File: src/rtl/quad_motor_mixer_attitude_control_top_macros.svh
// Assertion macros shared by the motor mixer RTL.
`ifndef QUAD_MOTOR_MIXER_ATTITUDE_CONTROL_TOP_MACROS_SVH
`define QUAD_MOTOR_MIXER_ATTITUDE_CONTROL_TOP_MACROS_SVH
`ifndef SYNTHESIS
// Checked outside reset.
`define QMM_ASSERT(label, prop) \
   label: assert property (@(posedge clock) disable iff (reset) (prop)) \
      else $error("qmm assertion failed");
// Checked at every edge, reset included.
`define QMM_ASSERT_ALWAYS(label, prop) \
   label: assert property (@(posedge clock) (prop)) \
      else $error("qmm assertion failed");
`else
`define QMM_ASSERT(label, prop)
`define QMM_ASSERT_ALWAYS(label, prop)
`endif
`endif

File: src/rtl/qmm_pkg.sv
// Package: constants, register indexes, types and helper functions of the motor mixer.
`timescale 1ns / 1ps
`default_nettype none
package qmm_pkg;

   localparam int ATTITUDE_MAG_SHIFT      = 8;
   localparam int YAW_MAG_SHIFT           = 7;
   localparam int RATE_SHIFT              = 0;
   localparam int ANGLE_SHIFT             = 0;
   localparam int ATTITUDE_SETPOINT_SHIFT = 3;
   localparam int YAW_SETPOINT_SHIFT      = 3;
   localparam int HEIGHT_SHIFT            = 3;
   localparam int CTRL_LIMIT              = 32767;

   localparam int CSR_ADDR_W = 5;
   localparam int CSR_DATA_W = 32;

   localparam logic [2:0] OP_MANUAL  = 3'd0;
   localparam logic [2:0] OP_YAW     = 3'd1;
   localparam logic [2:0] OP_FULL    = 3'd2;
   localparam logic [2:0] OP_HEIGHT  = 3'd3;
   localparam logic [2:0] OP_CAPTURE = 3'd4;

   localparam logic [2:0] REG_YAW_GAIN         = 3'd0;
   localparam logic [2:0] REG_ROLL_ANGLE_GAIN  = 3'd1;
   localparam logic [2:0] REG_ROLL_RATE_GAIN   = 3'd2;
   localparam logic [2:0] REG_PITCH_ANGLE_GAIN = 3'd3;
   localparam logic [2:0] REG_PITCH_RATE_GAIN  = 3'd4;
   localparam logic [2:0] REG_HEIGHT_GAIN      = 3'd5;
   localparam logic [2:0] REG_RUN_FLOOR        = 3'd6;
   localparam logic [2:0] REG_RUN_CEILING      = 3'd7;

   localparam logic signed [33:0] SAT_HI = 34'(CTRL_LIMIT);
   localparam logic signed [33:0] SAT_LO = -34'(CTRL_LIMIT);

   typedef enum logic [2:0] {
      MODE_MANUAL,
      MODE_YAW,
      MODE_FULL,
      MODE_HEIGHT,
      MODE_OFF
   } qmm_mode_type;

   typedef struct packed {
      logic [14:0] yaw_gain;
      logic [14:0] roll_angle_gain;
      logic [14:0] roll_rate_gain;
      logic [14:0] pitch_angle_gain;
      logic [14:0] pitch_rate_gain;
      logic [14:0] height_gain;
      logic [9:0]  run_floor;
      logic [9:0]  run_ceiling;
   } qmm_cfg_type;

   typedef struct packed {
      logic [2:0]         opcode;
      logic signed [15:0] roll_setpoint;
      logic signed [15:0] pitch_setpoint;
      logic signed [15:0] yaw_setpoint;
      logic signed [15:0] lift_stick;
      logic signed [15:0] roll_angle;
      logic signed [15:0] pitch_angle;
      logic signed [15:0] roll_rate;
      logic signed [15:0] pitch_rate;
      logic signed [15:0] yaw_rate;
      logic [19:0]        baro_pressure;
   } qmm_item_type;

   typedef struct packed {
      qmm_mode_type       mode;
      logic [9:0]         base;
      logic signed [15:0] press_err;
      logic signed [16:0] roll_err;
      logic signed [16:0] pitch_err;
      logic signed [16:0] yaw_err;
      logic signed [15:0] roll_rate;
      logic signed [15:0] pitch_rate;
      logic signed [15:0] roll_sp;
      logic signed [15:0] pitch_sp;
      logic signed [15:0] yaw_sp;
   } qmm_stage1_type;

   typedef struct packed {
      qmm_mode_type       mode;
      logic [9:0]         base;
      logic signed [31:0] height_prod;
      logic signed [32:0] roll_p1;
      logic signed [31:0] roll_p2;
      logic signed [32:0] pitch_p1;
      logic signed [31:0] pitch_p2;
      logic signed [32:0] yaw_prod;
      logic signed [15:0] roll_sp;
      logic signed [15:0] pitch_sp;
      logic signed [15:0] yaw_sp;
   } qmm_stage2_type;

   typedef struct packed {
      logic [9:0] front;
      logic [9:0] right;
      logic [9:0] back;
      logic [9:0] left;
   } qmm_motor_type;

   // Clip a control law to +-CTRL_LIMIT.
   function automatic logic signed [15:0] qmm_sat(input logic signed [33:0] x);
      if (x > SAT_HI) begin
         return 16'(SAT_HI);
      end else if (x < SAT_LO) begin
         return 16'(SAT_LO);
      end
      return 16'(x);
   endfunction

   // Magnitude; -32768 maps to 32768.
   function automatic logic [15:0] qmm_abs(input logic signed [15:0] c);
      if (c[15]) begin
         return 16'(~c) + 16'd1;
      end
      return 16'(c);
   endfunction

endpackage
`default_nettype wire

File: src/rtl/qmm_mult.sv
// Gain stage: the six gain products, registered.
`timescale 1ns / 1ps
`default_nettype none
module qmm_mult (
   input  wire logic                     clock,
   input  wire logic                     load,
   input  wire qmm_pkg::qmm_cfg_type     cfg,
   input  wire qmm_pkg::qmm_stage1_type  s1,
   output qmm_pkg::qmm_stage2_type       s2
);
   import qmm_pkg::*;

   qmm_stage2_type s2_ff;
   qmm_stage2_type s2_in;

   assign s2 = s2_ff;

   always_comb begin
      s2_in.mode        = s1.mode;
      s2_in.base        = s1.base;
      s2_in.height_prod = $signed({1'b0, cfg.height_gain}) * s1.press_err;
      s2_in.roll_p1     = $signed({1'b0, cfg.roll_angle_gain}) * s1.roll_err;
      s2_in.roll_p2     = $signed({1'b0, cfg.roll_rate_gain}) * s1.roll_rate;
      s2_in.pitch_p1    = $signed({1'b0, cfg.pitch_angle_gain}) * s1.pitch_err;
      s2_in.pitch_p2    = $signed({1'b0, cfg.pitch_rate_gain}) * s1.pitch_rate;
      s2_in.yaw_prod    = $signed({1'b0, cfg.yaw_gain}) * s1.yaw_err;
      s2_in.roll_sp     = s1.roll_sp;
      s2_in.pitch_sp    = s1.pitch_sp;
      s2_in.yaw_sp      = s1.yaw_sp;
   end

   always_ff @(posedge clock) begin
      if (load) begin
         s2_ff <= s2_in;
      end
   end
endmodule
`default_nettype wire

File: config.mk
export PLATFORM = sky130hd
export DESIGN_NAME = qmm_mult
export DESIGN_NICKNAME = d
export VERILOG_FILES = /design/src/rtl/quad_motor_mixer_attitude_control_top_macros.svh /design/src/rtl/qmm_pkg.sv /design/src/rtl/qmm_mult.sv
export SDC_FILE = /design/constraint.sdc
export NUM_CORES = 2
export LEC_CHECK = 0
export ABC_CLOCK_PERIOD_IN_PS = 6900
export BUFFER_PORTS_ARGS = -buffer_cell sky130_fd_sc_hd__clkbuf_2
export CELL_PAD_IN_SITES_DETAIL_PLACEMENT = 1
export CELL_PAD_IN_SITES_GLOBAL_PLACEMENT = 1
export CORE_MARGIN = 1.5
export CORE_UTILIZATION = 50
export DETAILED_ROUTE_END_ITERATION = 8
export HOLD_SLACK_MARGIN = 0.08
export PLACE_DENSITY_LB_ADDON = 0.1
export SLEW_MARGIN = 5
export SYNTH_ARGS = -nofsm -noshare
export SYNTH_HDL_FRONTEND = slang
export SYNTH_SLANG_ARGS = --single-unit
File: constraint.sdc
create_clock -name clock -period 6.9 [get_ports clock]
set_input_delay 0 -clock clock [delete_from_list [all_inputs] [get_ports clock]]
set_output_delay 0 -clock clock [all_outputs]
set_load 0.05 [all_outputs]
==> impl_metrics.py <==
metrics = {
    "run_status": {
        "status": "finished clean",
    },
    "synthesis": {
        "syn_inst": 6375,
        "post-synth-top-count-cell": "inv_1",
        "synth_top_family_by_area": "adder cells",
        "yosys-top-cells-count": "inv_1, fa_1, nand2_1, and2_1, ha_1",
        "yosys_warnings": 0,
        "synth_area_leader_cell": "fa_1",
        "synthAdderAreaFrac_pct": 55.23,
        "ys_types": 67,
        "synth_ff_type": "edfxtp_1",
        "syn_avg_cell_area_um2": 9.674,
        "synthMuxAreaShare_pct": 0.03246,
        "synth-seq-cells": 256,
        "synth_edf_count": 256,
        "post_synth_and_or_nand_nor_area_fraction_pct": 13.99,
        "syn_nets": 8579,
        "netlist_top_cells_area": "fa_1, ha_1, edfxtp_1, inv_1, and2_1",
        "synth_compound_area_share_pct": 4.543,
        "synth-xor-area-share_pct": 2.613,
        "netlist_area_um2": 61670,
        "yosysTopAreaCellShare_pct": 42.75,
        "seq_area_frac_synth_pct": 12.47,
        "synthArstFlopShare_pct": 0,
    },
    "cells_and_area": {
        "instances_no_fill": 8551,
        "nets": 9086,
        "largest_reg_flops": 256,
        "seq_area_um2": 7687,
        "fillers": 13910,
        "drive_above_1_share_pct": 9.852,
        "syn2layout_area_growth_pct": 10.62,
        "multi_input_area_um2": 47120,
    },
    "grt": {
        "grtUsageTotal_pct": 28.91,
        "grt_overflow": 0,
        "grt_max_degree": 135,
        "grt_first_pass_wirelength_mm": 284.3,
        "grt_antenna_before_repair": 14,
        "grt_pass1_vias": 51720,
    },
    "drt": {
        "avgRoutedWirePerCell_um": 20.38,
        "wl_mm": 174.3,
        "drcViolationCount": 0,
        "viasPerCell": 5.234,
        "drt_iter0_drc": 2196,
        "vias": 44760,
        "antenna_left": 0,
        "firstDrtPassIters": 7,
    },
    "worst_hold_path": {
        "hold_path_class": "input pin to register",
        "holdPathStages": 2,
        "min_to": "s2[4]",
        "hp-start": "s1[4]",
    },
    "timing": {
        "finalCritPeriodShare_pct": 91.88,
        "fin_hold_ws_ps": 132.0,
        "rsz0062_at_grt": "no",
        "tightestPinTransition_ps": 882.3,
        "fin_crit_ps": 6340,
        "setup_viol": 0,
        "slew_viol_final": 0,
        "hold_violations": 0,
        "fmax_mhz": 157.7,
        "tns_ps": 0,
        "maxSlewHeadroom_pct": 41.18,
    },
    "clock_tree": {
        "ctsRootBufferMaster": "clkbuf_16",
        "clock_path_buffers": 3,
        "clock-sinks": 256,
        "h-tree-depth": 2,
        "cts_tree": "yes",
        "cts_buffers": 38,
        "clk_pin_slew_ps": 70,
    },
    "run": {
        "cap_violations": 0,
    },
    "critical_path": {
        "start_kind": "input pin",
        "path_max_fanout": 13,
        "critical_path_arrival_ps": 6710,
        "timing_worst_setup_path_type": "input pin to register",
        "crit_required_ps": 7270,
        "end_kind": "register",
    },
    "placed_design": {
        "globalplace.congestion": 0.8470,
        "post-place-cells": 8389,
        "io_buffers": 507,
        "post-dp-hpwl_mm": 141.7,
    },
    "die": {
        "die_w_um": 354.2,
        "core_area_um2": 122000,
        "initial_core_util_pct": 50.53,
        "die_y_um": 354.2,
        "boundaryPins": 528,
        "die_area_um2": 125500,
        "rows": 128,
    },
}
==> layer usage <==
layer  routed length [um]  track usage [%]
met5                    0                0
met2                87890            50.27
met4                 4758            8.009
met1                73330            38.25
met3                 8332            3.321
==> logic make-up after synthesis <==
kind of cell    count (synthesis)
buf+inv                      1828
xor+xnor                      184
mux                             2
flops                         256
simple gates                 1748
compound gates                425
fa+ha+maj                    1932
==> cells in the final DEF, fill, tap and decap left out, types with 8 or more instances in the layout <==
| master | instances |
|---|---|
| a211oi_1 | 15 |
| a21o_1 | 76 |
| a21oi_1 | 136 |
| a31o_2 | 8 |
| a31oi_1 | 14 |
| and2_1 | 663 |
| and3_1 | 15 |
| buf_4 | 83 |
| clkbuf_16 | 39 |
| clkbuf_2 | 506 |
| clkinv_2 | 8 |
| diode_2 | 14 |
| dlygate4sd3_1 | 78 |
| edfxtp_1 | 256 |
| fa_1 | 1317 |
| ha_1 | 615 |
| inv_1 | 1626 |
| nand2_1 | 832 |
| nand2b_1 | 36 |
| nand3_1 | 29 |
| nand4_1 | 13 |
| nor2_1 | 76 |
| nor2b_1 | 33 |
| nor3_1 | 22 |
| o211ai_1 | 10 |
| o21a_1 | 21 |
| o21ai_0 | 65 |
| o21bai_1 | 21 |
| xnor2_1 | 132 |
| xor2_1 | 52 |
==> per-stage QoR <==
stage	utilization [%]	instance area (um2)	setup WS, ps
after global routing	55.90	68210	307.5
after global placement	54.19	66130	441.5
after detailed placement	54.19	66130	324.5
after CTS	55.87	68180	562.6
after floorplan	-	61670	968.0
final	55.90	68220	560.5
==> worst max-delay path, stage by stage <==
cell and delay [ps]:
dlygate4sd3_1 520, clkbuf_2 290, nand2_1 130, fa_1 530
fa_1 550, inv_1 50, fa_1 500, inv_1 50
fa_1 570, fa_1 430, fa_1 490, inv_1 40
ha_1 360, a21o_1 190, a21o_1 170, a221o_1 380
o21ai_1 390, a31oi_1 260, nand3_1 160, nand3_1 120
o41a_1 350, xor2_1 160
==> timing repair <==
action	CTS	global route
setup buffers	0	0
endpoints found under the hold margin	147	0
hold buffers	78	0
gates resized for setup	0	0
==> how the worst max path moves through the flow <==
stage	startpoint	to	slack, ps	cells past startpoint
after floorplan	s1[96]	s2[80]	970	20
after global placement	cfg[84]	s2[210]	440	23
after global routing	cfg[51]	s2[145]	310	23
after detailed placement	cfg[96]	s2[72]	320	20
after CTS	cfg[51]	s2[144]	560	22
final	cfg[51]	s2[144]	560	22
==> area by class of cell <==
type	count	area share, %
flip-flops and latches	256	11.27
diodes	14	0.05136
inverters	1626	8.947
repair buffers	669	5.822
clock inverters	30	0.4218
multi-input cells	4291	69.07
clock buffers	40	1.436
well taps	1625	2.980
Power is not shown: default switching activity piles up to over one toggle a cycle in this logic, so the estimate is an artifact.
