## src/rtl/quad_motor_mixer_attitude_control_top_macros.svh

```systemverilog
// Assertion macros shared by the motor mixer RTL.
`ifndef QUAD_MOTOR_MIXER_ATTITUDE_CONTROL_TOP_MACROS_SVH
`define QUAD_MOTOR_MIXER_ATTITUDE_CONTROL_TOP_MACROS_SVH
`ifndef SYNTHESIS
// Checked outside reset.
`define QMM_ASSERT(label, prop) \
   label: assert property (@(posedge clock) disable iff (reset) (prop)) \
      else $error("qmm assertion failed");
// Checked at every edge, reset included.
`define QMM_ASSERT_ALWAYS(label, prop) \
   label: assert property (@(posedge clock) (prop)) \
      else $error("qmm assertion failed");
`else
`define QMM_ASSERT(label, prop)
`define QMM_ASSERT_ALWAYS(label, prop)
`endif
`endif

```

## src/rtl/qmm_pkg.sv

```systemverilog
// Package: constants, register indexes, types and helper functions of the motor mixer.
`timescale 1ns / 1ps
`default_nettype none
package qmm_pkg;

   localparam int ATTITUDE_MAG_SHIFT      = 8;
   localparam int YAW_MAG_SHIFT           = 7;
   localparam int RATE_SHIFT              = 0;
   localparam int ANGLE_SHIFT             = 0;
   localparam int ATTITUDE_SETPOINT_SHIFT = 3;
   localparam int YAW_SETPOINT_SHIFT      = 3;
   localparam int HEIGHT_SHIFT            = 3;
   localparam int CTRL_LIMIT              = 32767;

   localparam int CSR_ADDR_W = 5;
   localparam int CSR_DATA_W = 32;

   localparam logic [2:0] OP_MANUAL  = 3'd0;
   localparam logic [2:0] OP_YAW     = 3'd1;
   localparam logic [2:0] OP_FULL    = 3'd2;
   localparam logic [2:0] OP_HEIGHT  = 3'd3;
   localparam logic [2:0] OP_CAPTURE = 3'd4;

   localparam logic [2:0] REG_YAW_GAIN         = 3'd0;
   localparam logic [2:0] REG_ROLL_ANGLE_GAIN  = 3'd1;
   localparam logic [2:0] REG_ROLL_RATE_GAIN   = 3'd2;
   localparam logic [2:0] REG_PITCH_ANGLE_GAIN = 3'd3;
   localparam logic [2:0] REG_PITCH_RATE_GAIN  = 3'd4;
   localparam logic [2:0] REG_HEIGHT_GAIN      = 3'd5;
   localparam logic [2:0] REG_RUN_FLOOR        = 3'd6;
   localparam logic [2:0] REG_RUN_CEILING      = 3'd7;

   localparam logic signed [33:0] SAT_HI = 34'(CTRL_LIMIT);
   localparam logic signed [33:0] SAT_LO = -34'(CTRL_LIMIT);

   typedef enum logic [2:0] {
      MODE_MANUAL,
      MODE_YAW,
      MODE_FULL,
      MODE_HEIGHT,
      MODE_OFF
   } qmm_mode_type;

   typedef struct packed {
      logic [14:0] yaw_gain;
      logic [14:0] roll_angle_gain;
      logic [14:0] roll_rate_gain;
      logic [14:0] pitch_angle_gain;
      logic [14:0] pitch_rate_gain;
      logic [14:0] height_gain;
      logic [9:0]  run_floor;
      logic [9:0]  run_ceiling;
   } qmm_cfg_type;

   typedef struct packed {
      logic [2:0]         opcode;
      logic signed [15:0] roll_setpoint;
      logic signed [15:0] pitch_setpoint;
      logic signed [15:0] yaw_setpoint;
      logic signed [15:0] lift_stick;
      logic signed [15:0] roll_angle;
      logic signed [15:0] pitch_angle;
      logic signed [15:0] roll_rate;
      logic signed [15:0] pitch_rate;
      logic signed [15:0] yaw_rate;
      logic [19:0]        baro_pressure;
   } qmm_item_type;

   typedef struct packed {
      qmm_mode_type       mode;
      logic [9:0]         base;
      logic signed [15:0] press_err;
      logic signed [16:0] roll_err;
      logic signed [16:0] pitch_err;
      logic signed [16:0] yaw_err;
      logic signed [15:0] roll_rate;
      logic signed [15:0] pitch_rate;
      logic signed [15:0] roll_sp;
      logic signed [15:0] pitch_sp;
      logic signed [15:0] yaw_sp;
   } qmm_stage1_type;

   typedef struct packed {
      qmm_mode_type       mode;
      logic [9:0]         base;
      logic signed [31:0] height_prod;
      logic signed [32:0] roll_p1;
      logic signed [31:0] roll_p2;
      logic signed [32:0] pitch_p1;
      logic signed [31:0] pitch_p2;
      logic signed [32:0] yaw_prod;
      logic signed [15:0] roll_sp;
      logic signed [15:0] pitch_sp;
      logic signed [15:0] yaw_sp;
   } qmm_stage2_type;

   typedef struct packed {
      logic [9:0] front;
      logic [9:0] right;
      logic [9:0] back;
      logic [9:0] left;
   } qmm_motor_type;

   // Clip a control law to +-CTRL_LIMIT.
   function automatic logic signed [15:0] qmm_sat(input logic signed [33:0] x);
      if (x > SAT_HI) begin
         return 16'(SAT_HI);
      end else if (x < SAT_LO) begin
         return 16'(SAT_LO);
      end
      return 16'(x);
   endfunction

   // Magnitude; -32768 maps to 32768.
   function automatic logic [15:0] qmm_abs(input logic signed [15:0] c);
      if (c[15]) begin
         return 16'(~c) + 16'd1;
      end
      return 16'(c);
   endfunction

endpackage
`default_nettype wire

```

## src/rtl/qmm_csr.sv

```systemverilog
// APB-style configuration registers of the motor mixer.
`timescale 1ns / 1ps
`default_nettype none
module qmm_csr (
   input  wire logic                            clock,
   input  wire logic                            reset,
   input  wire logic                            psel,
   input  wire logic                            penable,
   input  wire logic                            pwrite,
   input  wire logic [qmm_pkg::CSR_ADDR_W-1:0]  paddr,
   input  wire logic [qmm_pkg::CSR_DATA_W-1:0]  pwdata,
   output logic      [qmm_pkg::CSR_DATA_W-1:0]  prdata,
   output logic                                 pready,
   output qmm_pkg::qmm_cfg_type                 cfg
);
   import qmm_pkg::*;

   qmm_cfg_type cfg_ff;
   qmm_cfg_type cfg_in;
   logic [2:0]  reg_index;
   logic        wr_en;

   assign reg_index = paddr[CSR_ADDR_W-1:2];
   assign wr_en     = psel && penable && pwrite;
   assign pready    = 1'b1;
   assign cfg       = cfg_ff;

   always_comb begin
      cfg_in = cfg_ff;
      if (wr_en) begin
         unique case (reg_index)
            REG_YAW_GAIN:         cfg_in.yaw_gain         = pwdata[14:0];
            REG_ROLL_ANGLE_GAIN:  cfg_in.roll_angle_gain  = pwdata[14:0];
            REG_ROLL_RATE_GAIN:   cfg_in.roll_rate_gain   = pwdata[14:0];
            REG_PITCH_ANGLE_GAIN: cfg_in.pitch_angle_gain = pwdata[14:0];
            REG_PITCH_RATE_GAIN:  cfg_in.pitch_rate_gain  = pwdata[14:0];
            REG_HEIGHT_GAIN:      cfg_in.height_gain      = pwdata[14:0];
            REG_RUN_FLOOR:        cfg_in.run_floor        = pwdata[9:0];
            REG_RUN_CEILING:      cfg_in.run_ceiling      = pwdata[9:0];
            default:              cfg_in = cfg_ff;
         endcase
      end
   end

   always_comb begin
      unique case (reg_index)
         REG_YAW_GAIN:         prdata = CSR_DATA_W'(cfg_ff.yaw_gain);
         REG_ROLL_ANGLE_GAIN:  prdata = CSR_DATA_W'(cfg_ff.roll_angle_gain);
         REG_ROLL_RATE_GAIN:   prdata = CSR_DATA_W'(cfg_ff.roll_rate_gain);
         REG_PITCH_ANGLE_GAIN: prdata = CSR_DATA_W'(cfg_ff.pitch_angle_gain);
         REG_PITCH_RATE_GAIN:  prdata = CSR_DATA_W'(cfg_ff.pitch_rate_gain);
         REG_HEIGHT_GAIN:      prdata = CSR_DATA_W'(cfg_ff.height_gain);
         REG_RUN_FLOOR:        prdata = CSR_DATA_W'(cfg_ff.run_floor);
         REG_RUN_CEILING:      prdata = CSR_DATA_W'(cfg_ff.run_ceiling);
         default:              prdata = '0;
      endcase
   end

   always_ff @(posedge clock) begin
      if (reset) begin
         cfg_ff.yaw_gain         <= 15'd8;
         cfg_ff.roll_angle_gain  <= 15'd10;
         cfg_ff.roll_rate_gain   <= 15'd20;
         cfg_ff.pitch_angle_gain <= 15'd10;
         cfg_ff.pitch_rate_gain  <= 15'd20;
         cfg_ff.height_gain      <= 15'd1;
         cfg_ff.run_floor        <= 10'd180;
         cfg_ff.run_ceiling      <= 10'd800;
      end else begin
         cfg_ff <= cfg_in;
      end
   end
endmodule
`default_nettype wire

```

## config.mk

```make
export PLATFORM = sky130hd
export DESIGN_NAME = qmm_csr
export DESIGN_NICKNAME = d
export VERILOG_FILES = /design/src/rtl/quad_motor_mixer_attitude_control_top_macros.svh /design/src/rtl/qmm_pkg.sv /design/src/rtl/qmm_csr.sv
export SDC_FILE = /design/constraint.sdc
export NUM_CORES = 1
export LEC_CHECK = 0
export ABC_CLOCK_PERIOD_IN_PS = 1700
export BUFFER_PORTS_ARGS = -buffer_cell sky130_fd_sc_hd__buf_4
export CAP_MARGIN = 0
export CORE_MARGIN = 4
export CORE_UTILIZATION = 50
export CTS_CLUSTER_SIZE = 20
export DETAILED_ROUTE_END_ITERATION = 6
export PLACE_DENSITY = 0.88
export SKIP_CTS_REPAIR_TIMING = 1
export SYNTH_ARGS = -nofsm -noshare
export SYNTH_HDL_FRONTEND = slang
export SYNTH_SLANG_ARGS = --single-unit
```

## constraint.sdc

```tcl
create_clock -name clock -period 1.7 [get_ports clock]
set_clock_uncertainty 0.2 [all_clocks]
set_input_delay 0.255 -clock clock [delete_from_list [all_inputs] [get_ports clock]]
set_output_delay 0.255 -clock clock [all_outputs]
set_load 0.01 [all_outputs]
```

==> impl_metrics.toml <==
[yosys]
syn-cell-area_um2 = 5240
synthAdderAreaFrac_pct = 0
yosys_warnings = 0
seq_area_frac_synth_pct = 42.02
synth_flop_cell = "dfxtp_1"
ys_seq_elements = 110
synth.area.mux_share_pct = 5.205
yosysTopAreaCellShare_pct = 42.02
synth_edf_count = 0
synthArstFlopShare_pct = 0
synth_top_family_by_area = "simple AND/OR/NAND/NOR gates"
synth_top_area_cell = "dfxtp_1"
synthCells = 663
yosys.area_share.simple_pct = 22.78
synth.most_common_cell = "nand2_1"
ys_types = 42
ys_top_cells_by_count = "nand2_1 (185), dfxtp_1 (110), a21oi_1 (98), o21ai_0 (36), nor2_1 (28)"
synth_area_leaders = "dfxtp_1 (42%), nand2_1 (13%), a21oi_1 (9.4%), buf_4 (3.7%), o21ai_0 (3.4%)"
synth_compound_area_share_pct = 19.44
avgSynthCellArea_um2 = 7.904
yosys.area_share.xor_xnor_pct = 0

[route]
wl_met2_um = 8631
drt-total-wl_um = 18000
post_drt_wl_per_cell_um = 18.15
ant_nets = 0
drtIter0Drc = 509
wl_met3_um = 1889
drc = 0
drt-met1-wl_um = 6917
vias_per_cell = 5.599
top_layer_used = "met4"
num_vias = 5554
firstDrtPassIters = 6

[clocking]
insertion_delay_ns = 0.38
cts_tree = "yes"
cts_max_level = 3
clkTransAtPathRegs_ns = 0.10
cts_sinks = 110
cts_buffers = 9
cts-root-buf = "clkbuf_8"
clockBufferDepth = 2

[global_routing]
grt_pass1_vias = 5192
grt.total_usage_pct = 28.79
overflow = 0
grt_pass1_wl_um = 26790
grt_max_degree = 38
antenna_found_initial = 0

[timing]
drv_slew = 0
worst_pin_slew_ns = 0.5662
setup-violations-final = 15
rsz0062_at_grt = "true"
max_freq_mhz = 470.9
fin_crit_ns = 2.124
finalHoldViolations = 0
final.setup.tns_ns = -4.505
fin_crit_sh_pct = 124.9
max_slew_margin_pct = 62.22
setup_slack_ns = -0.4236

[layout]
area_growth_pct = 39.88
largest_reg_flops = 110
stdcell_count = 992
nNetsFinal = 893
drive_above_1_share_pct = 35.28
antenna_cells = 0

[critical_path]
r2r-start = "cfg[67]"
cp_cell_sequence = "mux4_2 > a21oi_1 > nor2_1 > buf_4"
slowest_delay_ns = 0.50
start_kind = "flip-flop"
crit_fanout = 3
required_ns = 1.24
critPathLaunch = "cfg[9]"
cpMaxStageDelayCell = "mux4_2"
arrival_ns = 1.67
cp-end-kind = "primary output"
crit_type = "flip-flop to primary output"

[place]
dp_cells = 958
place.port_buffers = 147
gp_congestion = 0.9583
dp_hpwl_um = 12760

[floorplan]
dieArea_um2 = 12180
core_um2 = 10280
rows = 37
chipWidth_um = 110.4
num_io_pins = 185
die_h_um = 110.4
start_util_pct = 50.99

[status]
violations = "setup timing"
status = "finished with violations"

[power_and_ir_drop]
peakVddDrop_mv = 0.4441
leakage_nw = 3.039
total_power_w = 0.005208
power_density_nw_per_um2 = 710.5

[min_path]
hp-class = "input port to flip-flop"
worstHoldStart = "reset"

[run]
drv_cap = 0
final cells by class:
type                       instances  area (um^2)
tap                              136        170.2
timing repair buffer             241         1994
inverter                          10        37.54
fill                             790         2948
clock inverter                     7        120.1
clock buffer                       9        123.9
sequential                       110         2228
multi-input combinational        479         2655
cells by family (layout without fill, tap and decap cells):
| family | Yosys count | after routing |
|---|---|---|
| buffers and inverters | 90 | 267 |
| AO/OA/AOI/OAI | 174 | 174 |
| multiplexers | 25 | 25 |
| AND/OR/NAND/NOR | 262 | 262 |
| flip-flops | 110 | 110 |
| other | 2 | 18 |
layer usage:
| metal | track usage (%) | vias to the layer above |
|---|---|---|
| li1 | - | 2572 |
| met1 | 37.53 | 2573 |
| met2 | 48.05 | 358 |
| met3 | 5.183 | 51 |
| met4 | 9.938 | 0 |
| met5 | 0 | - |
worst paths after layout:
kind	slack (ns)	cells after the start	endpoint
worst min register to register	0.27	2	cfg[62]
worst max register to register	0.68	3	cfg[67]
worst min-delay path	0.05	2	cfg[19]
worst max-delay path	-0.42	4	prdata[9]
placed cells by master, fill, tap and decap left out, types with 7 or more instances in the layout:
cell type,count
a21oi_1,97
a221oi_1,9
a221oi_2,8
a22o_1,8
buf_12,10
buf_4,210
clkbuf_8,9
conb_1,18
dfxtp_1,89
dfxtp_2,21
dlygate4sd3_1,15
inv_1,10
mux2i_1,14
nand2_1,185
nand2b_1,7
nand3b_1,16
nor2_1,26
o21ai_0,35
worst max-delay path, delay by kind of cell, from the launching register on:
family | cells | cell delay, ns
DFF | 1 | 0.34
muxes | 1 | 0.50
and+or+nand+nor | 1 | 0.07
buffers and inverters | 1 | 0.14
AOI/OAI and AO/OA | 1 | 0.23
where the power goes:
part | switching, W | internal, W | total (W)
sequential | 0.0000190 | 0.00260 | 0.00262
clock | 0.000929 | 0.000987 | 0.00192
combinational | 0.000372 | 0.000304 | 0.000676
total | 0.00132 | 0.00389 | 0.00521
stage by stage:
step           area (um^2)  util (%)  worst slack (ns)  hold WS [ns]
2_1_floorplan         5300         -          0.008115        0.1910
3_3_place_gp          6736     65.55           -0.2890        0.2599
3_5_place_dp          6736     65.55           -0.3066        0.2618
4_1_cts               6980     67.92           -0.4482      -0.05847
5_1_grt               7330     71.32           -0.4883       0.06349
6_report              7330     71.32           -0.4236       0.05361
No activity file was read; power rests on OpenSTA's default activity.
