## src/rtl/quad_motor_mixer_attitude_control_top_macros.svh

```systemverilog
// Assertion macros shared by the motor mixer RTL.
`ifndef QUAD_MOTOR_MIXER_ATTITUDE_CONTROL_TOP_MACROS_SVH
`define QUAD_MOTOR_MIXER_ATTITUDE_CONTROL_TOP_MACROS_SVH
`ifndef SYNTHESIS
// Checked outside reset.
`define QMM_ASSERT(label, prop) \
   label: assert property (@(posedge clock) disable iff (reset) (prop)) \
      else $error("qmm assertion failed");
// Checked at every edge, reset included.
`define QMM_ASSERT_ALWAYS(label, prop) \
   label: assert property (@(posedge clock) (prop)) \
      else $error("qmm assertion failed");
`else
`define QMM_ASSERT(label, prop)
`define QMM_ASSERT_ALWAYS(label, prop)
`endif
`endif

```

## src/rtl/qmm_pkg.sv

```systemverilog
// Package: constants, register indexes, types and helper functions of the motor mixer.
`timescale 1ns / 1ps
`default_nettype none
package qmm_pkg;

   localparam int ATTITUDE_MAG_SHIFT      = 8;
   localparam int YAW_MAG_SHIFT           = 7;
   localparam int RATE_SHIFT              = 0;
   localparam int ANGLE_SHIFT             = 0;
   localparam int ATTITUDE_SETPOINT_SHIFT = 3;
   localparam int YAW_SETPOINT_SHIFT      = 3;
   localparam int HEIGHT_SHIFT            = 3;
   localparam int CTRL_LIMIT              = 32767;

   localparam int CSR_ADDR_W = 5;
   localparam int CSR_DATA_W = 32;

   localparam logic [2:0] OP_MANUAL  = 3'd0;
   localparam logic [2:0] OP_YAW     = 3'd1;
   localparam logic [2:0] OP_FULL    = 3'd2;
   localparam logic [2:0] OP_HEIGHT  = 3'd3;
   localparam logic [2:0] OP_CAPTURE = 3'd4;

   localparam logic [2:0] REG_YAW_GAIN         = 3'd0;
   localparam logic [2:0] REG_ROLL_ANGLE_GAIN  = 3'd1;
   localparam logic [2:0] REG_ROLL_RATE_GAIN   = 3'd2;
   localparam logic [2:0] REG_PITCH_ANGLE_GAIN = 3'd3;
   localparam logic [2:0] REG_PITCH_RATE_GAIN  = 3'd4;
   localparam logic [2:0] REG_HEIGHT_GAIN      = 3'd5;
   localparam logic [2:0] REG_RUN_FLOOR        = 3'd6;
   localparam logic [2:0] REG_RUN_CEILING      = 3'd7;

   localparam logic signed [33:0] SAT_HI = 34'(CTRL_LIMIT);
   localparam logic signed [33:0] SAT_LO = -34'(CTRL_LIMIT);

   typedef enum logic [2:0] {
      MODE_MANUAL,
      MODE_YAW,
      MODE_FULL,
      MODE_HEIGHT,
      MODE_OFF
   } qmm_mode_type;

   typedef struct packed {
      logic [14:0] yaw_gain;
      logic [14:0] roll_angle_gain;
      logic [14:0] roll_rate_gain;
      logic [14:0] pitch_angle_gain;
      logic [14:0] pitch_rate_gain;
      logic [14:0] height_gain;
      logic [9:0]  run_floor;
      logic [9:0]  run_ceiling;
   } qmm_cfg_type;

   typedef struct packed {
      logic [2:0]         opcode;
      logic signed [15:0] roll_setpoint;
      logic signed [15:0] pitch_setpoint;
      logic signed [15:0] yaw_setpoint;
      logic signed [15:0] lift_stick;
      logic signed [15:0] roll_angle;
      logic signed [15:0] pitch_angle;
      logic signed [15:0] roll_rate;
      logic signed [15:0] pitch_rate;
      logic signed [15:0] yaw_rate;
      logic [19:0]        baro_pressure;
   } qmm_item_type;

   typedef struct packed {
      qmm_mode_type       mode;
      logic [9:0]         base;
      logic signed [15:0] press_err;
      logic signed [16:0] roll_err;
      logic signed [16:0] pitch_err;
      logic signed [16:0] yaw_err;
      logic signed [15:0] roll_rate;
      logic signed [15:0] pitch_rate;
      logic signed [15:0] roll_sp;
      logic signed [15:0] pitch_sp;
      logic signed [15:0] yaw_sp;
   } qmm_stage1_type;

   typedef struct packed {
      qmm_mode_type       mode;
      logic [9:0]         base;
      logic signed [31:0] height_prod;
      logic signed [32:0] roll_p1;
      logic signed [31:0] roll_p2;
      logic signed [32:0] pitch_p1;
      logic signed [31:0] pitch_p2;
      logic signed [32:0] yaw_prod;
      logic signed [15:0] roll_sp;
      logic signed [15:0] pitch_sp;
      logic signed [15:0] yaw_sp;
   } qmm_stage2_type;

   typedef struct packed {
      logic [9:0] front;
      logic [9:0] right;
      logic [9:0] back;
      logic [9:0] left;
   } qmm_motor_type;

   // Clip a control law to +-CTRL_LIMIT.
   function automatic logic signed [15:0] qmm_sat(input logic signed [33:0] x);
      if (x > SAT_HI) begin
         return 16'(SAT_HI);
      end else if (x < SAT_LO) begin
         return 16'(SAT_LO);
      end
      return 16'(x);
   endfunction

   // Magnitude; -32768 maps to 32768.
   function automatic logic [15:0] qmm_abs(input logic signed [15:0] c);
      if (c[15]) begin
         return 16'(~c) + 16'd1;
      end
      return 16'(c);
   endfunction

endpackage
`default_nettype wire

```

## src/rtl/qmm_mix.sv

```systemverilog
// Mix stage: saturate laws, plus-configuration mix into four motors, floor and clamp, registered.
`timescale 1ns / 1ps
`default_nettype none
module qmm_mix (
   input  wire logic                     clock,
   input  wire logic                     load,
   input  wire qmm_pkg::qmm_cfg_type     cfg,
   input  wire qmm_pkg::qmm_stage2_type  s2,
   output qmm_pkg::qmm_motor_type        motors
);
   import qmm_pkg::*;

   qmm_motor_type      motors_ff;
   qmm_motor_type      motors_in;
   logic signed [15:0] roll_c;
   logic signed [15:0] pitch_c;
   logic signed [15:0] yaw_c;
   logic signed [31:0] roll_t;
   logic signed [31:0] pitch_t;
   logic signed [31:0] yaw_t;
   logic signed [31:0] height_d;
   logic signed [31:0] level;
   logic               manual_att;
   logic               run;

   // Floor at min, then clamp at max; a crossed pair ends at max.
   function automatic logic [9:0] limit(input logic signed [31:0] ae,
                                        input logic [9:0] lo,
                                        input logic [9:0] hi);
      logic signed [31:0] fl;
      fl = (ae < $signed(32'(lo))) ? $signed(32'(lo)) : ae;
      if (fl > $signed(32'(hi))) begin
         return hi;
      end
      return fl[9:0];
   endfunction

   function automatic logic signed [31:0] term(input logic signed [15:0] c,
                                               input logic [15:0] m);
      logic signed [31:0] t;
      t = $signed(32'(m));
      return c[15] ? -t : t;
   endfunction

   assign motors = motors_ff;

   always_comb begin
      manual_att = (s2.mode == MODE_MANUAL) || (s2.mode == MODE_YAW);
      roll_c     = manual_att ? s2.roll_sp
                              : qmm_sat(34'(s2.roll_p1) - 34'(s2.roll_p2));
      pitch_c    = manual_att ? s2.pitch_sp
                              : qmm_sat(34'(s2.pitch_p1) - 34'(s2.pitch_p2));
      yaw_c      = (s2.mode == MODE_MANUAL) ? s2.yaw_sp : qmm_sat(34'(s2.yaw_prod));

      roll_t  = term(roll_c, qmm_abs(roll_c) >> ATTITUDE_MAG_SHIFT);
      pitch_t = term(pitch_c, qmm_abs(pitch_c) >> ATTITUDE_MAG_SHIFT);
      yaw_t   = term(yaw_c, qmm_abs(yaw_c) >> YAW_MAG_SHIFT);

      height_d = (s2.mode == MODE_HEIGHT) ? (s2.height_prod >>> HEIGHT_SHIFT) : 32'sd0;
      level    = $signed(32'(s2.base)) - height_d;

      // Lift check is made on the base, before the height term.
      run = (s2.mode != MODE_OFF) && (s2.base >= cfg.run_floor);

      motors_in = '0;
      if (run) begin
         motors_in.front = limit(level + pitch_t - yaw_t, cfg.run_floor, cfg.run_ceiling);
         motors_in.right = limit(level - roll_t + yaw_t, cfg.run_floor, cfg.run_ceiling);
         motors_in.back  = limit(level - pitch_t - yaw_t, cfg.run_floor, cfg.run_ceiling);
         motors_in.left  = limit(level + roll_t + yaw_t, cfg.run_floor, cfg.run_ceiling);
      end
   end

   always_ff @(posedge clock) begin
      if (load) begin
         motors_ff <= motors_in;
      end
   end
endmodule
`default_nettype wire
```

## config.mk

```make
export PLATFORM = sky130hd
export DESIGN_NAME = qmm_mix
export DESIGN_NICKNAME = d
export VERILOG_FILES = /design/src/rtl/quad_motor_mixer_attitude_control_top_macros.svh /design/src/rtl/qmm_pkg.sv /design/src/rtl/qmm_mix.sv
export SDC_FILE = /design/constraint.sdc
export NUM_CORES = 1
export LEC_CHECK = 0
export BUFFER_PORTS_ARGS = -buffer_cell sky130_fd_sc_hd__buf_2
export CAP_MARGIN = 20
export CORE_UTILIZATION = 42
export CTS_CLUSTER_DIAMETER = 30
export CTS_CLUSTER_SIZE = 30
export DETAILED_ROUTE_END_ITERATION = 12
export PLACE_DENSITY = 0.68
export RECOVER_POWER = 50
export SKIP_CTS_REPAIR_TIMING = 1
export SYNTH_ARGS = -nofsm -noshare
export SYNTH_HDL_FRONTEND = slang
export SYNTH_SLANG_ARGS = --single-unit
```

## constraint.sdc

```tcl
create_clock -name clock -period 33.5 [get_ports clock]
set_input_delay 3.35 -clock clock [delete_from_list [all_inputs] [get_ports clock]]
set_output_delay 3.35 -clock clock [all_outputs]
set_load 0.02 [all_outputs]
```

==> results.md, run 1 <==
* Status: finished with violations
* Failing checks: max-capacitance violations, max-slew violations
* Routability cong. at 0.975
* Flop pwr share at 4.7%
* Die area at 52,700 sq um
* Fmax achieved at about 57 MHz
* Mapped Cells at 2,924
* Slew HR at -24.9%
* Max-cap violation count at 1
* CP Capture Type: flip-flop
* Residual DRC count at 0
* Htree depth at 2
* Worst path max stage delay at 0.67 ns
* Starting Density at 42.5%
* Register area at 1200 sq um
* Crit path max-delay family: compound AO/OA/AOI/OAI gates
* Post-route antenna net violation count at 0
* Final hold vios at 0
* Routed via count at 22,285
* Yosys cell types at approximately 110
* Worst-margin pin slew at 1.87 ns
* Tcrit/Tclk final at 52.5%
* Vias per std cell at 5.72
* Crit Path Category: input port to flip-flop
* Post-synth ARST share at 0%
* Synthesis-to-finish area growth at 11.5%
* Seq cells post-synth at 40
* FILL cells at 5,290
* Leak at 0.0115 uW
* Ys flop type: edfxtp_1
* Initial antenna violation count at 14
* TritonCTS clock tree: built
* Clock power frac at 2.7%
* Register area share after synthesis at 5.52%
* Total core area at between 50,000 and 60,000 sq um
* Crit Path Max Fanout at 16
* Setup Total Neg Slack at 0 ns
* Root Driver: clkbuf_16
* Layout Utilization at about 47%
* Grt ovf at 0
* Maximum vdd drop at 0.0000408 V
* Power Dens Cells at about 80 nW/um^2
* HP Class: input port to flip-flop
* Area taken by multi-input logic gates at approximately 19,000 sq um
* Number of flip-flops in the largest register at 40
* Largest net degree at the start of global routing at 47
* Logic pwr share at 92.6%
* Final setup viols at 0
* Routed len/inst at approximately 17 um
* CP Buf/Inv Count at 8
* TritonCTS Sinks at 40
* EDFF count, synth at 40
* CTS clock-pin slew for the worst setup and hold paths at roughly 0.05 ns
* Detailed placer's ending HPWL at 59,200 um
* Sw Ratio at 56.4%
* Die height at approximately 230 um
* Chip width at 230 um
* Synthesized cell area at 21,700 sq um
* GRT Util Overall at 25.3%
* Post-Syn Nets at 3,720
* Critical Path AT at ~18 ns
* CTS Buf Count at 5
* Internal at 834 uW
* Data required, critical path at 33.61 ns
* Vias in the first global route at 21,077
* Psw at between 1000 and 1500 uW
* Clock Path Buffers at 2
* Yosys warnings at 0
* Drt total wl at 67,800 um
* Mean Syn Cell Area at 7.44 sq um
* Layout cells sized above 1 at 12.5%
* Layout Nets at 4,000
* DRT iter0 DRCs at 1,513
* Slew Viols, Final at 41
* Final min period at 17.58 ns
* First-pass GRT wire length at between 100,000 and 150,000 um
* Top Ports at 408
* Crit-path slowest cell: nor4_2
* RSZ-0062 raised after global routing: no
* Rows at 83
* Startpoint types: input port
* Port bufs at 314
* TritonRoute pass-1 iters at 5
==> power by group through the flow <==
stage	Clock (uW)	Sequential (uW)	Combinational, uW
floorplan	0	118	1270
global placement	0	90.5	1720
detailed placement	0	90.8	1740
CTS	51.7	89.9	1750
global route	52.8	91.9	1980
finish	51.2	90.1	1770
==> cell type report <==
type	instances	area share, %
Antenna cell	9	0.0929
Clock buffer	6	0.532
Clock inverter	2	0.145
Inverter	393	6.09
Multi-Input combinational cell	2426	77.6
Sequential cell	40	4.96
Tap cell	680	3.51
Timing Repair Buffer	338	7.05
==> synthesized netlist by cell type (12+ instances only) <==
cell / n / area share (%)
inv_1: 393 / 6.8
ha_1: 300 / 17
a21oi_1: 235 / 5.4
nor2_1: 197 / 3.4
o21ai_0: 187 / 4.3
nand2_1: 181 / 3.1
fa_1: 128 / 12
nand3_1: 92 / 2.1
xnor2_1: 91 / 3.7
a21o_1: 75 / 2.6
nor3_1: 72 / 1.7
nand2b_1: 65 / 1.9
clkbuf_1: 51 / 0.88
xor2_1: 51 / 2.1
nor2b_1: 46 / 1.3
o21a_1: 46 / 1.6
edfxtp_1: 40 / 5.5
and2_1: 38 / 1.1
and3_1: 38 / 1.1
mux2i_1: 35 / 1.6
a211oi_1: 33 / 1.1
mux2_2: 33 / 1.7
nor4_1: 30 / 0.86
or3_1: 29 / 0.83
nand4_1: 28 / 0.81
a31oi_1: 26 / 0.75
o21bai_1: 24 / 0.83
o22ai_1: 22 / 0.63
o31ai_1: 22 / 0.76
o211ai_1: 21 / 0.73
nor3b_1: 16 / 0.55
o21ai_1: 16 / 0.37
a2111oi_0: 15 / 0.60
or4_1: 15 / 0.52
or2_2: 13 / 0.37
o2111ai_1: 12 / 0.48
==> final timing paths <==
check     from         end  slack [ns]  depth (start not counted)
max    s2[113]  motors[10]       15.92                         58
min     cfg[1]  motors[21]        3.50                          3
==> tightest hold or removal path: stages <==
cell,delay [ns]
buf_2,0.10
nand2_1,0.08
mux2i_1,0.12
==> kinds of logic (layout without fill, tap and decap cells) <==
family          count (synthesis)  after routing  share of synthesized area (%)
compound gates                873            873                           26.4
xor+xnor                      143            143                           5.80
fa+ha+maj                     428            428                           29.1
buf+inv                       458            739                           7.97
flops                          40             40                           5.52
mux                            68             68                           3.32
other cells                     0              9                              0
simple gates                  914            914                           21.9
==> metrics by stage <==
step                std cells  hold WS (ns)  worst slack [ns]  instance area, sq um  power [uW]
finish                   3894          3.50             15.92                 24200        1910
global route             3891          3.53             14.83                 24200        2120
CTS                      3884          3.49             16.02                 24200        1890
detailed placement       3876          3.78             15.81                 24100        1830
global placement         3875          3.77             15.34                 24100        1810
floorplan                2924          3.46             18.13                 21700        1390
==> cell usage in the layout, fill, tap and decap left out, drive strengths merged, types with 19 or more instances in the layout <==
cell type | Yosys | routed
ha | 300 | 300
nand4 | 28 | 28
a2111oi | 19 | 19
nor2 | 200 | 200
nor2b | 47 | 47
mux2i | 35 | 35
nand2 | 181 | 181
a21oi | 237 | 237
o21a | 47 | 47
a21o | 75 | 75
nand3 | 93 | 93
edfxtp | 40 | 40
nor3 | 74 | 74
o31ai | 22 | 22
o22ai | 22 | 22
or3 | 29 | 29
o211ai | 23 | 23
o21ai | 204 | 204
xor2 | 52 | 52
mux2 | 33 | 33
o21bai | 24 | 24
and2 | 40 | 40
nand2b | 65 | 65
nor4 | 32 | 32
clkbuf | 51 | 40
xnor2 | 91 | 91
a31oi | 27 | 27
fa | 128 | 128
inv | 393 | 393
and3 | 38 | 38
a211oi | 36 | 36
buf | 14 | 304
==> routing by layer <==
metal / routed length [um] / share of wire (%) / vias up / GRT usage (%)
met2: 30600 / 45 / 703 / 42.2
met5: 79 / 0.12 / - / 0
met4: 2050 / 3.0 / 10 / 7.79
li1: - / - / 11040 / -
met1: 30900 / 46 / 10430 / 34.2
met3: 4180 / 6.2 / 102 / 2.53
Note: power is estimated with default switching activity, not from simulation.
==> run 2: changes to the inputs <==
PLACE_DENSITY = 0.71   (was 0.68)
clock period = 14.2 ns   (was 33.5 ns; I/O delays follow)
==> run 2 against run 1 <==
The flow still finishes with violations (max-capacitance violations, max-slew violations). Combinational power grew 150%. Final cell count increased by 1.9%. Sequential share of layout area shrank 0.14 points. Routed wire length rose by 0.88%. Largest cell class unchanged.
==> results.md, run 2 (synthesis gave the netlist of run 1 again) <==
* Status: finished with violations
* Failing checks: max-capacitance violations, max-slew violations
* CP Capture Type: flip-flop
* CTS Buf Count at 5
* Number of flip-flops in the largest register at 40
* Die height at 230 um
* Final setup viols at 0
* Crit-path slowest cell: or4_4
* Final hold vios at 0
* Fmax achieved at 74.4 MHz
* Post-route antenna net violation count at 0
* Worst path max stage delay at 0.57 ns
* DRT iter0 DRCs at 1,756
* Root Driver: clkbuf_16
* First-pass GRT wire length at 109,000 um
* Cell Area, Placed at 24,600 sq um
* Crit Path Category: input port to flip-flop
* Layout Nets at ~4,100
* Commonest non-fill, non-tap cell in the layout: inv_1
* Detailed placer's ending HPWL at around 60,000 um
* GRT Util Overall at 25.3%
* TritonCTS Sinks at 40
* Routability cong. at 1.03
* Leak at 0.0119 uW
* Design area at 24,900 sq um
* Commonest cells after routing, fill and taps aside: inv_1, ha_1, buf_2
* Synthesis-to-finish area growth at 14.7%
* Maximum vdd drop at 0.000106 V
* Initial antenna violation count at 14
* Largest net degree at the start of global routing at between 40 and 50
* Routed via count at 22,494
* CP dominant cell by count: ha_1
* TritonRoute pass-1 iters at 7
* Slew HR at -27.4%
* Data required, critical path at 14.31 ns
* Residual DRC count at 0
* Tcrit/Tclk final at 94.7%
* Total core area at 51,200 sq um
* Final min period at about 13 ns
* Starting Density at 42.5%
* TritonCTS clock tree: built
* Chip width at 230 um
* CTS clock-pin slew for the worst setup and hold paths at 0.06 ns
* Pwr Total at 4730 uW
* Slew Viols, Final at 41
* Top Ports at 408
* HP Class: input port to flip-flop
* FILL cells at 5,151
* Startpoint types: input port
* Drt total wl at 68,400 um
* Routed len/inst at roughly 17 um
* Die area at 52,700 sq um
* Power Dens Cells at 190 nW/um^2
* Htree depth at 2
* Layout Utilization at 48.7%
* Vias per std cell at 5.67
* Rows at 83
* Worst-margin pin slew at ~1.9 ns
* Max-cap violation count at 1
* Critical Path AT at between 10 and 15 ns
* Clock Path Buffers at 2
* Layout cells sized above 1 at roughly 15%
* Grt ovf at 0
* Hold slack at roughly 1.6 ns
* Port bufs at 314
* Crit Path Max Fanout at 20
* Vias in the first global route at 21,161
-- run 2: cell count changes in the layout (fill, tap and decap cells not counted), moves of 3 or more --
cell       before  now
buf_4          24   95
a2111oi_0      15    9
o21ai_0       186  180
o21ai_1        17   22
a2111oi_2       1    5
a211oi_1       33   29
a211oi_2        1    5
buf_2         280  277
clkbuf_1       35   38
-- run 2: power by group --
part           internal [uW]  total, uW  switching, uW
Combinational           1820       4400           2570
Clock                   82.5        123           40.8
Sequential               201        213           11.0
Total                   2110       4730           2630
-- run 2: layer usage --
metal / global-route usage (%) / wire length (um) / vias to the layer above
met5: 0 / 65 / -
met4: 9.88 / 2720 / 10
met3: 2.42 / 4360 / 131
met2: 42.0 / 30800 / 794
met1: 33.7 / 30500 / 10376
li1: - / - / 11183
-- run 2: through the flow --
step | setup slack [ns] | TNS, ns | std cells
floorplan | 0.763 | 0 | 2924
global placement | 0.315 | 0 | 3950
detailed placement | 0.0854 | 0 | 3950
CTS | 0.296 | 0 | 3958
global route | -0.0111 | -0.0127 | 3964
finish | 0.751 | 0 | 3969
-- run 2: worst max-delay path: cells and delay by family --
| family | cells | cell delay [ns] |
|---|---|---|
| xor gates and xnor gates | 3 | 0.64 |
| muxes | 2 | 0.64 |
| buffers and inverters | 6 | 0.86 |
| AOI/OAI and AO/OA | 22 | 5.41 |
| adders and majority gates | 7 | 2.24 |
| and+or+nand+nor | 14 | 2.32 |
-- run 2: cell type report --
cell class	count	area, sq um	share of cell area [%]
tap	680	851	3.41
multi-input combinational	2426	18900	76.0
clock buffer	6	129	0.517
clock inverter	2	35.0	0.140
inverter	393	1480	5.91
antenna	10	25.0	0.100
sequential	40	1200	4.82
timing repair buffer	412	2280	9.14
-- run 2: worst paths after layout --
kind / start / to / slack, ns / cells after the start
worst min-delay path: cfg[7] / motors[27] / 1.55 / 3
worst max-delay path: s2[113] / motors[30] / 0.75 / 54
